**src/design/biq_pkg.sv**
```systemverilog
`timescale 1ns / 1ps

package biq_pkg;

  // Defaults for the top-level parameters
  localparam int SAMPLE_WIDTH_DEF   = 24;
  localparam int COEF_FRAC_BITS_DEF = 16;

  // Fixed field widths
  localparam int COEF_W         = 19;
  localparam int GAIN_W         = 17;
  localparam int GAIN_FRAC_BITS = 16;
  localparam int OUT_W          = 32;

  // Datapath widths: one shared 32 x 19 signed multiplier, 64-bit accumulator
  localparam int MUL_A_W = 32;
  localparam int MUL_B_W = 19;
  localparam int PROD_W  = MUL_A_W + MUL_B_W;
  localparam int ACC_W   = 64;
  // The gain product is split at this bit into a low and a high partial product
  localparam int LO_W    = 24;

  // Configuration port
  localparam int PADDR_W = 5;
  localparam int PDATA_W = 32;

  // Register reset values
  localparam logic [COEF_W-1:0] B0_RESET   = COEF_W'(65536);
  localparam logic [COEF_W-1:0] B1_RESET   = COEF_W'(-131072);
  localparam logic [COEF_W-1:0] B2_RESET   = COEF_W'(65536);
  localparam logic [COEF_W-1:0] A1_RESET   = COEF_W'(-130958);
  localparam logic [COEF_W-1:0] A2_RESET   = COEF_W'(65422);
  localparam logic [GAIN_W-1:0] GAIN_RESET = GAIN_W'(65536);

  // Register map, index = paddr / 4
  typedef enum logic [2:0] {
    REG_B0   = 3'd0,
    REG_B1   = 3'd1,
    REG_B2   = 3'd2,
    REG_A1   = 3'd3,
    REG_A2   = 3'd4,
    REG_GAIN = 3'd5
  } reg_idx_t;

  typedef struct packed {
    logic [COEF_W-1:0] b0;
    logic [COEF_W-1:0] b1;
    logic [COEF_W-1:0] b2;
    logic [COEF_W-1:0] a1;
    logic [COEF_W-1:0] a2;
    logic [GAIN_W-1:0] gain;
  } coef_t;

  // Microcode
  localparam int STEP_W = 4;
  typedef logic [STEP_W-1:0] step_t;

  typedef enum logic [1:0] {
    WAIT_NONE,
    WAIT_INPUT,
    WAIT_OUTPUT
  } wait_t;

  typedef enum logic [2:0] {
    A_IN,
    A_X1,
    A_X2,
    A_Y1,
    A_Y2,
    A_LO,
    A_HI
  } a_sel_t;

  typedef enum logic [2:0] {
    B_B0,
    B_B1,
    B_B2,
    B_A1,
    B_A2,
    B_GAIN
  } b_sel_t;

  typedef enum logic [2:0] {
    ACC_HOLD,
    ACC_LOAD,
    ACC_ADD,
    ACC_SUB,
    ACC_ADD_HI
  } acc_op_t;

  typedef struct packed {
    wait_t   wait_on;
    logic    commit;
    a_sel_t  a_sel;
    b_sel_t  b_sel;
    acc_op_t acc_op;
    logic    latch_hi;
    step_t   next;
  } ucode_t;

  // Status from datapath to sequencer
  typedef struct packed {
    logic in_valid;
    logic out_busy;
  } seq_status_t;

endpackage

```
**src/design/biq_cfg_regs.sv**
```systemverilog
`timescale 1ns / 1ps

module biq_cfg_regs (
  input  logic                          clk,
  input  logic                          rst,
  input  logic                          psel,
  input  logic                          penable,
  input  logic                          pwrite,
  input  logic [biq_pkg::PADDR_W-1:0]   paddr,
  input  logic [biq_pkg::PDATA_W-1:0]   pwdata,
  output logic [biq_pkg::PDATA_W-1:0]   prdata,
  output biq_pkg::coef_t                coef
);

  biq_pkg::reg_idx_t idx;
  logic              wr_en;

  assign idx   = biq_pkg::reg_idx_t'(paddr[biq_pkg::PADDR_W-1:2]);
  assign wr_en = psel && penable && pwrite;

  // Register writes; addresses past the map are ignored
  always_ff @(posedge clk) begin
    if (rst) begin
      coef.b0   <= biq_pkg::B0_RESET;
      coef.b1   <= biq_pkg::B1_RESET;
      coef.b2   <= biq_pkg::B2_RESET;
      coef.a1   <= biq_pkg::A1_RESET;
      coef.a2   <= biq_pkg::A2_RESET;
      coef.gain <= biq_pkg::GAIN_RESET;
    end else if (wr_en) begin
      case (idx)
        biq_pkg::REG_B0:   coef.b0   <= pwdata[biq_pkg::COEF_W-1:0];
        biq_pkg::REG_B1:   coef.b1   <= pwdata[biq_pkg::COEF_W-1:0];
        biq_pkg::REG_B2:   coef.b2   <= pwdata[biq_pkg::COEF_W-1:0];
        biq_pkg::REG_A1:   coef.a1   <= pwdata[biq_pkg::COEF_W-1:0];
        biq_pkg::REG_A2:   coef.a2   <= pwdata[biq_pkg::COEF_W-1:0];
        biq_pkg::REG_GAIN: coef.gain <= pwdata[biq_pkg::GAIN_W-1:0];
        default: ;
      endcase
    end
  end

  // Read back, coefficients sign-extended
  always_comb begin
    case (idx)
      biq_pkg::REG_B0:   prdata = biq_pkg::PDATA_W'($signed(coef.b0));
      biq_pkg::REG_B1:   prdata = biq_pkg::PDATA_W'($signed(coef.b1));
      biq_pkg::REG_B2:   prdata = biq_pkg::PDATA_W'($signed(coef.b2));
      biq_pkg::REG_A1:   prdata = biq_pkg::PDATA_W'($signed(coef.a1));
      biq_pkg::REG_A2:   prdata = biq_pkg::PDATA_W'($signed(coef.a2));
      biq_pkg::REG_GAIN: prdata = biq_pkg::PDATA_W'(coef.gain);
      default:           prdata = '0;
    endcase
  end

endmodule

```
**src/design/biq_ucode_rom.sv**
```systemverilog
`timescale 1ns / 1ps

module biq_ucode_rom (
  input  biq_pkg::step_t  step,
  output biq_pkg::ucode_t uc
);

  // Program: the multiplier output is registered, so each step that updates
  // the accumulator uses the product issued by the step before it.
  always_comb begin
    case (step)
      // wait for a sample, issue x * b0 straight from the input bus
      biq_pkg::step_t'(0): uc = '{biq_pkg::WAIT_INPUT, 1'b0, biq_pkg::A_IN,
                                  biq_pkg::B_B0, biq_pkg::ACC_HOLD, 1'b0,
                                  biq_pkg::step_t'(1)};
      biq_pkg::step_t'(1): uc = '{biq_pkg::WAIT_NONE, 1'b0, biq_pkg::A_X1,
                                  biq_pkg::B_B1, biq_pkg::ACC_LOAD, 1'b0,
                                  biq_pkg::step_t'(2)};
      biq_pkg::step_t'(2): uc = '{biq_pkg::WAIT_NONE, 1'b0, biq_pkg::A_X2,
                                  biq_pkg::B_B2, biq_pkg::ACC_ADD, 1'b0,
                                  biq_pkg::step_t'(3)};
      biq_pkg::step_t'(3): uc = '{biq_pkg::WAIT_NONE, 1'b0, biq_pkg::A_Y1,
                                  biq_pkg::B_A1, biq_pkg::ACC_ADD, 1'b0,
                                  biq_pkg::step_t'(4)};
      biq_pkg::step_t'(4): uc = '{biq_pkg::WAIT_NONE, 1'b0, biq_pkg::A_Y2,
                                  biq_pkg::B_A2, biq_pkg::ACC_SUB, 1'b0,
                                  biq_pkg::step_t'(5)};
      // last feedback term; multiplier idle
      biq_pkg::step_t'(5): uc = '{biq_pkg::WAIT_NONE, 1'b0, biq_pkg::A_LO,
                                  biq_pkg::B_GAIN, biq_pkg::ACC_SUB, 1'b0,
                                  biq_pkg::step_t'(6)};
      // low part of scaled sum times gain, keep the high part
      biq_pkg::step_t'(6): uc = '{biq_pkg::WAIT_NONE, 1'b0, biq_pkg::A_LO,
                                  biq_pkg::B_GAIN, biq_pkg::ACC_HOLD, 1'b1,
                                  biq_pkg::step_t'(7)};
      biq_pkg::step_t'(7): uc = '{biq_pkg::WAIT_NONE, 1'b0, biq_pkg::A_HI,
                                  biq_pkg::B_GAIN, biq_pkg::ACC_LOAD, 1'b0,
                                  biq_pkg::step_t'(8)};
      biq_pkg::step_t'(8): uc = '{biq_pkg::WAIT_NONE, 1'b0, biq_pkg::A_HI,
                                  biq_pkg::B_GAIN, biq_pkg::ACC_ADD_HI, 1'b0,
                                  biq_pkg::step_t'(9)};
      // wait for the output register, then write result and history
      biq_pkg::step_t'(9): uc = '{biq_pkg::WAIT_OUTPUT, 1'b1, biq_pkg::A_HI,
                                  biq_pkg::B_GAIN, biq_pkg::ACC_HOLD, 1'b0,
                                  biq_pkg::step_t'(0)};
      default:             uc = '{biq_pkg::WAIT_NONE, 1'b0, biq_pkg::A_HI,
                                  biq_pkg::B_GAIN, biq_pkg::ACC_HOLD, 1'b0,
                                  biq_pkg::step_t'(0)};
    endcase
  end

endmodule

```
**src/design/biq_sequencer.sv**
```systemverilog
`timescale 1ns / 1ps

module biq_sequencer (
  input  logic                 clk,
  input  logic                 rst,
  input  biq_pkg::seq_status_t status,
  output biq_pkg::ucode_t      uc
);

  biq_pkg::step_t step;
  biq_pkg::step_t step_next;
  logic           hold;

  biq_ucode_rom u_rom (
    .step (step),
    .uc   (uc)
  );

  // A waiting step jumps to itself until its condition clears
  always_comb begin
    case (uc.wait_on)
      biq_pkg::WAIT_INPUT:  hold = !status.in_valid;
      biq_pkg::WAIT_OUTPUT: hold = status.out_busy;
      default:              hold = 1'b0;
    endcase
    step_next = hold ? step : uc.next;
  end

  always_ff @(posedge clk) begin
    if (rst) begin
      step <= '0;
    end else begin
      step <= step_next;
    end
  end

endmodule

```
**src/design/biq_datapath.sv**
```systemverilog
`timescale 1ns / 1ps

module biq_datapath #(
  parameter int SAMPLE_WIDTH   = biq_pkg::SAMPLE_WIDTH_DEF,
  parameter int COEF_FRAC_BITS = biq_pkg::COEF_FRAC_BITS_DEF
) (
  input  logic                        clk,
  input  logic                        rst,
  input  biq_pkg::ucode_t             uc,
  input  biq_pkg::coef_t              coef,
  input  logic                        in_valid,
  input  logic [SAMPLE_WIDTH-1:0]     in_sample,
  input  logic                        out_ready,
  output logic                        out_valid,
  output logic [biq_pkg::OUT_W-1:0]   out_sample,
  output biq_pkg::seq_status_t        status
);

  localparam logic signed [biq_pkg::ACC_W-1:0] OutMax = biq_pkg::ACC_W'(64'sd2147483647);
  localparam logic signed [biq_pkg::ACC_W-1:0] OutMin = -biq_pkg::ACC_W'(64'sd2147483648);

  // History
  logic signed [SAMPLE_WIDTH-1:0]    x;
  logic signed [SAMPLE_WIDTH-1:0]    x1;
  logic signed [SAMPLE_WIDTH-1:0]    x2;
  logic signed [biq_pkg::OUT_W-1:0]  y1;
  logic signed [biq_pkg::OUT_W-1:0]  y2;

  // Arithmetic
  logic signed [biq_pkg::MUL_A_W-1:0] mul_a;
  logic signed [biq_pkg::MUL_B_W-1:0] mul_b;
  logic signed [biq_pkg::PROD_W-1:0]  prod;
  logic signed [biq_pkg::ACC_W-1:0]   acc;
  logic signed [biq_pkg::ACC_W-1:0]   acc_next;
  logic signed [biq_pkg::ACC_W-1:0]   scaled;
  logic signed [biq_pkg::ACC_W-1:0]   scaled_hi;
  logic signed [biq_pkg::MUL_A_W-1:0] hi;
  logic signed [biq_pkg::ACC_W-1:0]   yq;
  logic signed [biq_pkg::OUT_W-1:0]   ysat;

  logic in_fire;
  logic commit_en;

  assign status.in_valid  = in_valid;
  assign status.out_busy  = out_valid && !out_ready;
  assign in_fire          = (uc.wait_on == biq_pkg::WAIT_INPUT) && in_valid;
  assign commit_en        = uc.commit && !status.out_busy;

  // Sum scaled back from coefficient format, split for the gain product
  assign scaled    = acc >>> COEF_FRAC_BITS;
  assign scaled_hi = scaled >>> biq_pkg::LO_W;

  // Operand select
  always_comb begin
    case (uc.a_sel)
      biq_pkg::A_IN: mul_a = biq_pkg::MUL_A_W'($signed(in_sample));
      biq_pkg::A_X1: mul_a = biq_pkg::MUL_A_W'(x1);
      biq_pkg::A_X2: mul_a = biq_pkg::MUL_A_W'(x2);
      biq_pkg::A_Y1: mul_a = y1;
      biq_pkg::A_Y2: mul_a = y2;
      biq_pkg::A_LO: mul_a = {{(biq_pkg::MUL_A_W - biq_pkg::LO_W){1'b0}},
                              scaled[biq_pkg::LO_W-1:0]};
      biq_pkg::A_HI: mul_a = hi;
      default:       mul_a = '0;
    endcase
    case (uc.b_sel)
      biq_pkg::B_B0:   mul_b = coef.b0;
      biq_pkg::B_B1:   mul_b = coef.b1;
      biq_pkg::B_B2:   mul_b = coef.b2;
      biq_pkg::B_A1:   mul_b = coef.a1;
      biq_pkg::B_A2:   mul_b = coef.a2;
      biq_pkg::B_GAIN: mul_b = {{(biq_pkg::MUL_B_W - biq_pkg::GAIN_W){1'b0}}, coef.gain};
      default:         mul_b = '0;
    endcase
  end

  // Accumulator update from the product of the previous step
  always_comb begin
    case (uc.acc_op)
      biq_pkg::ACC_LOAD:   acc_next = biq_pkg::ACC_W'(prod);
      biq_pkg::ACC_ADD:    acc_next = acc + biq_pkg::ACC_W'(prod);
      biq_pkg::ACC_SUB:    acc_next = acc - biq_pkg::ACC_W'(prod);
      biq_pkg::ACC_ADD_HI: acc_next = acc + (biq_pkg::ACC_W'(prod) <<< biq_pkg::LO_W);
      default:             acc_next = acc;
    endcase
  end

  // Final gain shift and saturation to 32 bits
  always_comb begin
    yq = acc >>> biq_pkg::GAIN_FRAC_BITS;
    if (yq > OutMax) begin
      ysat = {1'b0, {(biq_pkg::OUT_W-1){1'b1}}};
    end else if (yq < OutMin) begin
      ysat = {1'b1, {(biq_pkg::OUT_W-1){1'b0}}};
    end else begin
      ysat = yq[biq_pkg::OUT_W-1:0];
    end
  end

  // Multiplier, accumulator, split register, input sample and output register
  always_ff @(posedge clk) begin
    prod <= mul_a * mul_b;
    acc  <= acc_next;
    if (uc.latch_hi) begin
      hi <= scaled_hi[biq_pkg::MUL_A_W-1:0];
    end
    if (in_fire) begin
      x <= in_sample;
    end
    if (commit_en) begin
      out_sample <= ysat;
    end
  end

  // History and output valid
  always_ff @(posedge clk) begin
    if (rst) begin
      x1        <= '0;
      x2        <= '0;
      y1        <= '0;
      y2        <= '0;
      out_valid <= 1'b0;
    end else begin
      if (commit_en) begin
        x2        <= x1;
        x1        <= x;
        y2        <= y1;
        y1        <= ysat;
        out_valid <= 1'b1;
      end else if (out_ready) begin
        out_valid <= 1'b0;
      end
    end
  end

endmodule

```
**src/design/biquad_iir_q16_filter.sv**
```systemverilog
`timescale 1ns / 1ps

// Second-order direct-form-I IIR filter. Each input item is one signed sample;
// the block forms b0*x + b1*x1 + b2*x2 - a1*y1 - a2*y2 exactly in a 64-bit
// accumulator, floors it by COEF_FRAC_BITS, applies the unsigned Q16 gain
// (65536 is unity), floors by 16 and saturates to 32-bit signed. The result is
// also the newest output history value. Coefficients are signed 19-bit Q16
// registers at byte addresses 0 (b0), 4 (b1), 8 (b2), 12 (a1), 16 (a2); the
// gain is at 20; write them only while no sample is in flight. A small
// microcode program issues five coefficient products and two gain partial
// products through a single 32 x 19 multiplier. A new sample is taken only
// after the previous result is in the output register, and that write
// waits while the output side is stalled. History registers reset to zero.
module biquad_iir_q16_filter #(
  parameter int SAMPLE_WIDTH   = biq_pkg::SAMPLE_WIDTH_DEF,
  parameter int COEF_FRAC_BITS = biq_pkg::COEF_FRAC_BITS_DEF,
  localparam int InTdataW      = ((SAMPLE_WIDTH + 7) / 8) * 8
) (
  input  logic                        clk,
  input  logic                        rst,
  // configuration
  input  logic                        psel,
  input  logic                        penable,
  input  logic                        pwrite,
  input  logic [biq_pkg::PADDR_W-1:0] paddr,
  input  logic [biq_pkg::PDATA_W-1:0] pwdata,
  output logic [biq_pkg::PDATA_W-1:0] prdata,
  output logic                        pready,
  // input stream
  input  logic                        s_axis_tvalid,
  output logic                        s_axis_tready,
  input  logic [InTdataW-1:0]         s_axis_tdata,   // sample_in, zero pad above
  // output stream
  output logic                        m_axis_tvalid,
  input  logic                        m_axis_tready,
  output logic [biq_pkg::OUT_W-1:0]   m_axis_tdata    // sample_out
);

  biq_pkg::coef_t       coef;
  biq_pkg::ucode_t      uc;
  biq_pkg::seq_status_t status;

  assign pready        = 1'b1;
  assign s_axis_tready = (uc.wait_on == biq_pkg::WAIT_INPUT);

  biq_cfg_regs u_cfg (
    .clk     (clk),
    .rst     (rst),
    .psel    (psel),
    .penable (penable),
    .pwrite  (pwrite),
    .paddr   (paddr),
    .pwdata  (pwdata),
    .prdata  (prdata),
    .coef    (coef)
  );

  biq_sequencer u_seq (
    .clk    (clk),
    .rst    (rst),
    .status (status),
    .uc     (uc)
  );

  biq_datapath #(
    .SAMPLE_WIDTH   (SAMPLE_WIDTH),
    .COEF_FRAC_BITS (COEF_FRAC_BITS)
  ) u_dp (
    .clk        (clk),
    .rst        (rst),
    .uc         (uc),
    .coef       (coef),
    .in_valid   (s_axis_tvalid),
    .in_sample  (s_axis_tdata[SAMPLE_WIDTH-1:0]),
    .out_ready  (m_axis_tready),
    .out_valid  (m_axis_tvalid),
    .out_sample (m_axis_tdata),
    .status     (status)
  );

endmodule

```
**config.mk**
```make
export PLATFORM = sky130hd
export DESIGN_NAME = biquad_iir_q16_filter
export DESIGN_NICKNAME = d
export VERILOG_FILES = /design/src/design/biq_pkg.sv /design/src/design/biq_cfg_regs.sv /design/src/design/biq_ucode_rom.sv /design/src/design/biq_sequencer.sv /design/src/design/biq_datapath.sv /design/src/design/biquad_iir_q16_filter.sv
export SDC_FILE = /design/constraint.sdc
export NUM_CORES = 2
export LEC_CHECK = 0
export BUFFER_PORTS_ARGS = -buffer_cell sky130_fd_sc_hd__buf_2
export CAP_MARGIN = 20
export CORE_ASPECT_RATIO = 0.9
export CORE_UTILIZATION = 55
export CTS_CLUSTER_DIAMETER = 120
export DETAILED_ROUTE_END_ITERATION = 8
export GPL_TIMING_DRIVEN = 1
export PLACE_DENSITY = 0.72
export SYNTH_ARGS = -nofsm -noshare
export SYNTH_HDL_FRONTEND = slang
export SYNTH_SLANG_ARGS = --single-unit
```
**constraint.sdc**
```tcl
create_clock -name clk -period 11.15 [get_ports clk]
set_clock_uncertainty 0.15 [all_clocks]
set_input_delay 1.115 -clock clk [delete_from_list [all_inputs] [get_ports clk]]
set_output_delay 1.115 -clock clk [all_outputs]
set_load 0.01 [all_outputs]
```
==> flow_summary.json <==
{
  "dp_hpwl_um": 112000,
  "worstHoldPathType": "register to register",
  "pre_cts_ws_ns": 1.32,
  "first_global_vias": 37600,
  "reg2reg_depth": 29,
  "critPathKind": "register to register",
  "power_per_cell_area_mw_per_mm2": 309,
  "netlist-cell-type-count": 83,
  "syn_inst": 5230,
  "clk-insertion-delay-late_ns": 0.62,
  "synthArstFlopShare_pct": 0,
  "register_area_share_after_synthesis_pct": 22.5,
  "max_slew_margin_pct": 20.1,
  "synth_area_leader_cell": "fa_1",
  "syn_nets": 6141,
  "clockBufferDepth": 3,
  "cts_hold_repair.buffers": 0,
  "post_cts.repair.setup_buffers": 0,
  "clk_pin_slew_ns": 0.06,
  "tritoncts": "yes",
  "cts.repair.resized": 0,
  "firstDrtPassIters": 6,
  "overall_die_height_um": 275,
  "timing.final.hold_violations": 0,
  "setup.worst_path.start_class": "register",
  "grt_antenna_before_repair": 6,
  "holdPathStages": 2,
  "die_w_um": 305,
  "run_status": "complete, no violations",
  "setup_repair_after_global_routing_missed_its_margin": "no",
  "cp_data_required_time_ns": 11.54,
  "most_common_cell_after_layout_fill_and_taps_aside": "nand2_1",
  "ant_nets": 0,
  "core_region_area_mm2": 0.0814,
  "die_area_mm2": 0.0838,
  "floorplan.io_pins": 135,
  "rows": 99,
  "detail_route.vias_per_cell": 6.12,
  "synth_area_per_cell_um2": 8.69,
  "static_leakage_nw": 21.9,
  "start_util_pct": 55.8,
  "grt_ovf": 0,
  "layout_min_cycle_time_ns": 9.82,
  "yosys-top-cells-area": "fa_1, dfxtp_1, edfxtp_1",
  "period_share_pct": 88.1,
  "ys_seq_elements": 439,
  "critical-path-slowest-cell": "and2_1",
  "avgRoutedWirePerCell_um": 23.4,
  "routed_wl_um": 147000,
  "post_synth_edffs": 144,
  "final_nets": 6100,
  "max_clock_freq_mhz": 102,
  "fin_ws_ns": 1.33,
  "worst_setup_path_end_kind": "register",
  "cts_root_buffer": "clkbuf_16",
  "total_cts_buffers": 46,
  "growth_of_design_area_from_synthesis_to_finish_pct": 6.94,
  "setup-violations-final": 0,
  "place.port_buffers": 118,
  "numClockSinks": 439,
  "ys_warn_count": 0,
  "crit_top_cell": "fa_1",
  "synth_top_cell_area_share_pct": 26.1,
  "htree_levels": 2,
  "cp_data_arrival_time_ns": 10.21,
  "tns_ns": 0,
  "vdd_ir_drop_max_mv": 0.218,
  "crit_fanout": 29,
  "global_route_wire_length_before_repair_um": 226000,
  "mappedNetlistArea_mm2": 0.0454,
  "maxCapViolCount": 0,
  "maxSlewViolCount": 0,
  "commonest_register_cell_after_synthesis": "dfxtp_1",
  "global_route.usage.total_pct": 35.3,
  "drive_above_1_share_pct": 7.35,
  "max_stage_delay_ns": 0.82,
  "route.vias.total": 38500,
  "globalplace.congestion": 0.999,
  "worst-slew-pin-transition_ns": 1.20,
  "grt_max_degree": 151,
  "mostFrequentLayoutCells": "nand2_1, inv_1, fa_1",
  "iteration_0_drc_markers": 4652,
  "drc": 0
}
sequential cells by signal, indices dropped and copies added (netlist names):
register         count
u_dp.acc            64
u_dp.x2             24
u_dp.y2             32
u_cfg.coef         112
u_dp.x1             24
u_dp.prod           51
u_dp.y1             32
u_dp.x              24
u_dp.out_valid       1
u_seq.step           4
u_dp.out_sample     32
u_dp.hi             24
u_seq.u_rom.uc      15
stage by stage:
stage                     hold slack (ns)  area [um2]  cells  power [mW]  util, %
final                               0.303       48600   6290        15.0     59.7
after global routing                0.320       48600   6287        16.1     59.7
after CTS                           0.302       48600   6283        14.8     59.7
after detailed placement            0.294       47000   6198        13.1     57.7
after global placement              0.289       47000   6198        13.0     57.7
after floorplan                     0.283       45400   5230        9.93        -
worst max-delay path, delay by kind of cell (launching register included):
kind / cells / cell delay (ns)
XOR/XNOR: 1 / 0.16
AO/OA/AOI/OAI: 9 / 2.63
flip-flops: 1 / 0.55
AND/OR/NAND/NOR: 5 / 1.83
buffers and inverters: 6 / 0.76
adder cells (fa/ha/maj): 8 / 3.65
metal layers:
layer / wire [um] / track usage, % / vias up / part of all wire, %
met5: 34 / 0 / - / 0.023
li1: - / - / 17100 / -
met1: 58700 / 48.8 / 18900 / 40
met4: 6640 / 14.6 / 4 / 4.5
met3: 17500 / 7.71 / 369 / 12
met2: 64100 / 53.9 / 2128 / 44
layout make-up:
type                    count  area (um2)
clock inverters            23         263
well taps                1060        1330
inverters                 677        2540
repair buffers            206        1250
fillers                  7102       32800
diodes                      4        10.0
multi-input cells        3819       31600
flip-flops and latches    439       10200
clock buffers              62        1350
path summary, 6_finish.rpt:
check | from | slack (ns) | to
worst max-delay path | u_seq.u_rom.uc[9]$_SDFF_PP0_ | 1.33 | u_dp.prod[48]$_DFF_P_
worst min-delay path | u_dp.y2[15]$_SDFFE_PP0P_ | 0.30 | u_dp.y2[15]$_SDFFE_PP0P_
worst min register to register | u_dp.y2[15]$_SDFFE_PP0P_ | 0.30 | u_dp.y2[15]$_SDFFE_PP0P_
worst max register to register | u_seq.u_rom.uc[9]$_SDFF_PP0_ | 1.33 | u_dp.prod[48]$_DFF_P_
cell families (layout without fill, tap and decap cells):
| kind of cell | count (synthesis) | count (layout) | share of synthesized area (%) |
|---|---|---|---|
| xor gates and xnor gates | 186 | 186 | 3.58 |
| and+or+nand+nor | 1664 | 1664 | 15.7 |
| other | 1 | 5 | 0.00825 |
| DFF | 439 | 439 | 22.5 |
| buffers and inverters | 972 | 968 | 8.15 |
| adders and majority gates | 843 | 843 | 33.0 |
| muxes | 107 | 107 | 2.90 |
| AOI/OAI and AO/OA | 1018 | 1018 | 14.1 |
Yosys cell counts, types with 7 or more instances:
cell type / count
or4_1: 11
a31oi_1: 22
nand2b_1: 35
nor4_1: 16
nor2b_1: 26
o221ai_1: 9
mux2_2: 26
buf_1: 21
mux4_2: 17
or2_2: 12
nor3_1: 27
buf_4: 14
o21ai_0: 162
xor2_1: 75
nand3b_1: 27
fa_1: 592
a211oi_1: 17
ha_1: 251
a221oi_1: 12
a21o_1: 103
nand3_1: 88
a221o_1: 13
and2_1: 38
mux2i_1: 64
nand4_1: 36
o21bai_1: 22
nand2_1: 904
o31ai_1: 16
or3_1: 9
a22oi_1: 133
nor2_1: 386
a21oi_1: 381
nor3b_1: 8
o21a_1: 22
and3_1: 26
xnor2_1: 111
o211ai_1: 21
o41ai_1: 8
edfxtp_1: 144
inv_1: 676
o21ai_1: 7
clkbuf_1: 257
dfxtp_1: 295
report_power, final:
group	switching, mW	total [mW]	internal [mW]
logic	6.65	10.7	4.09
clock network	0.700	1.65	0.949
registers	0.511	2.61	2.10
(Power assumes the default switching activity.)
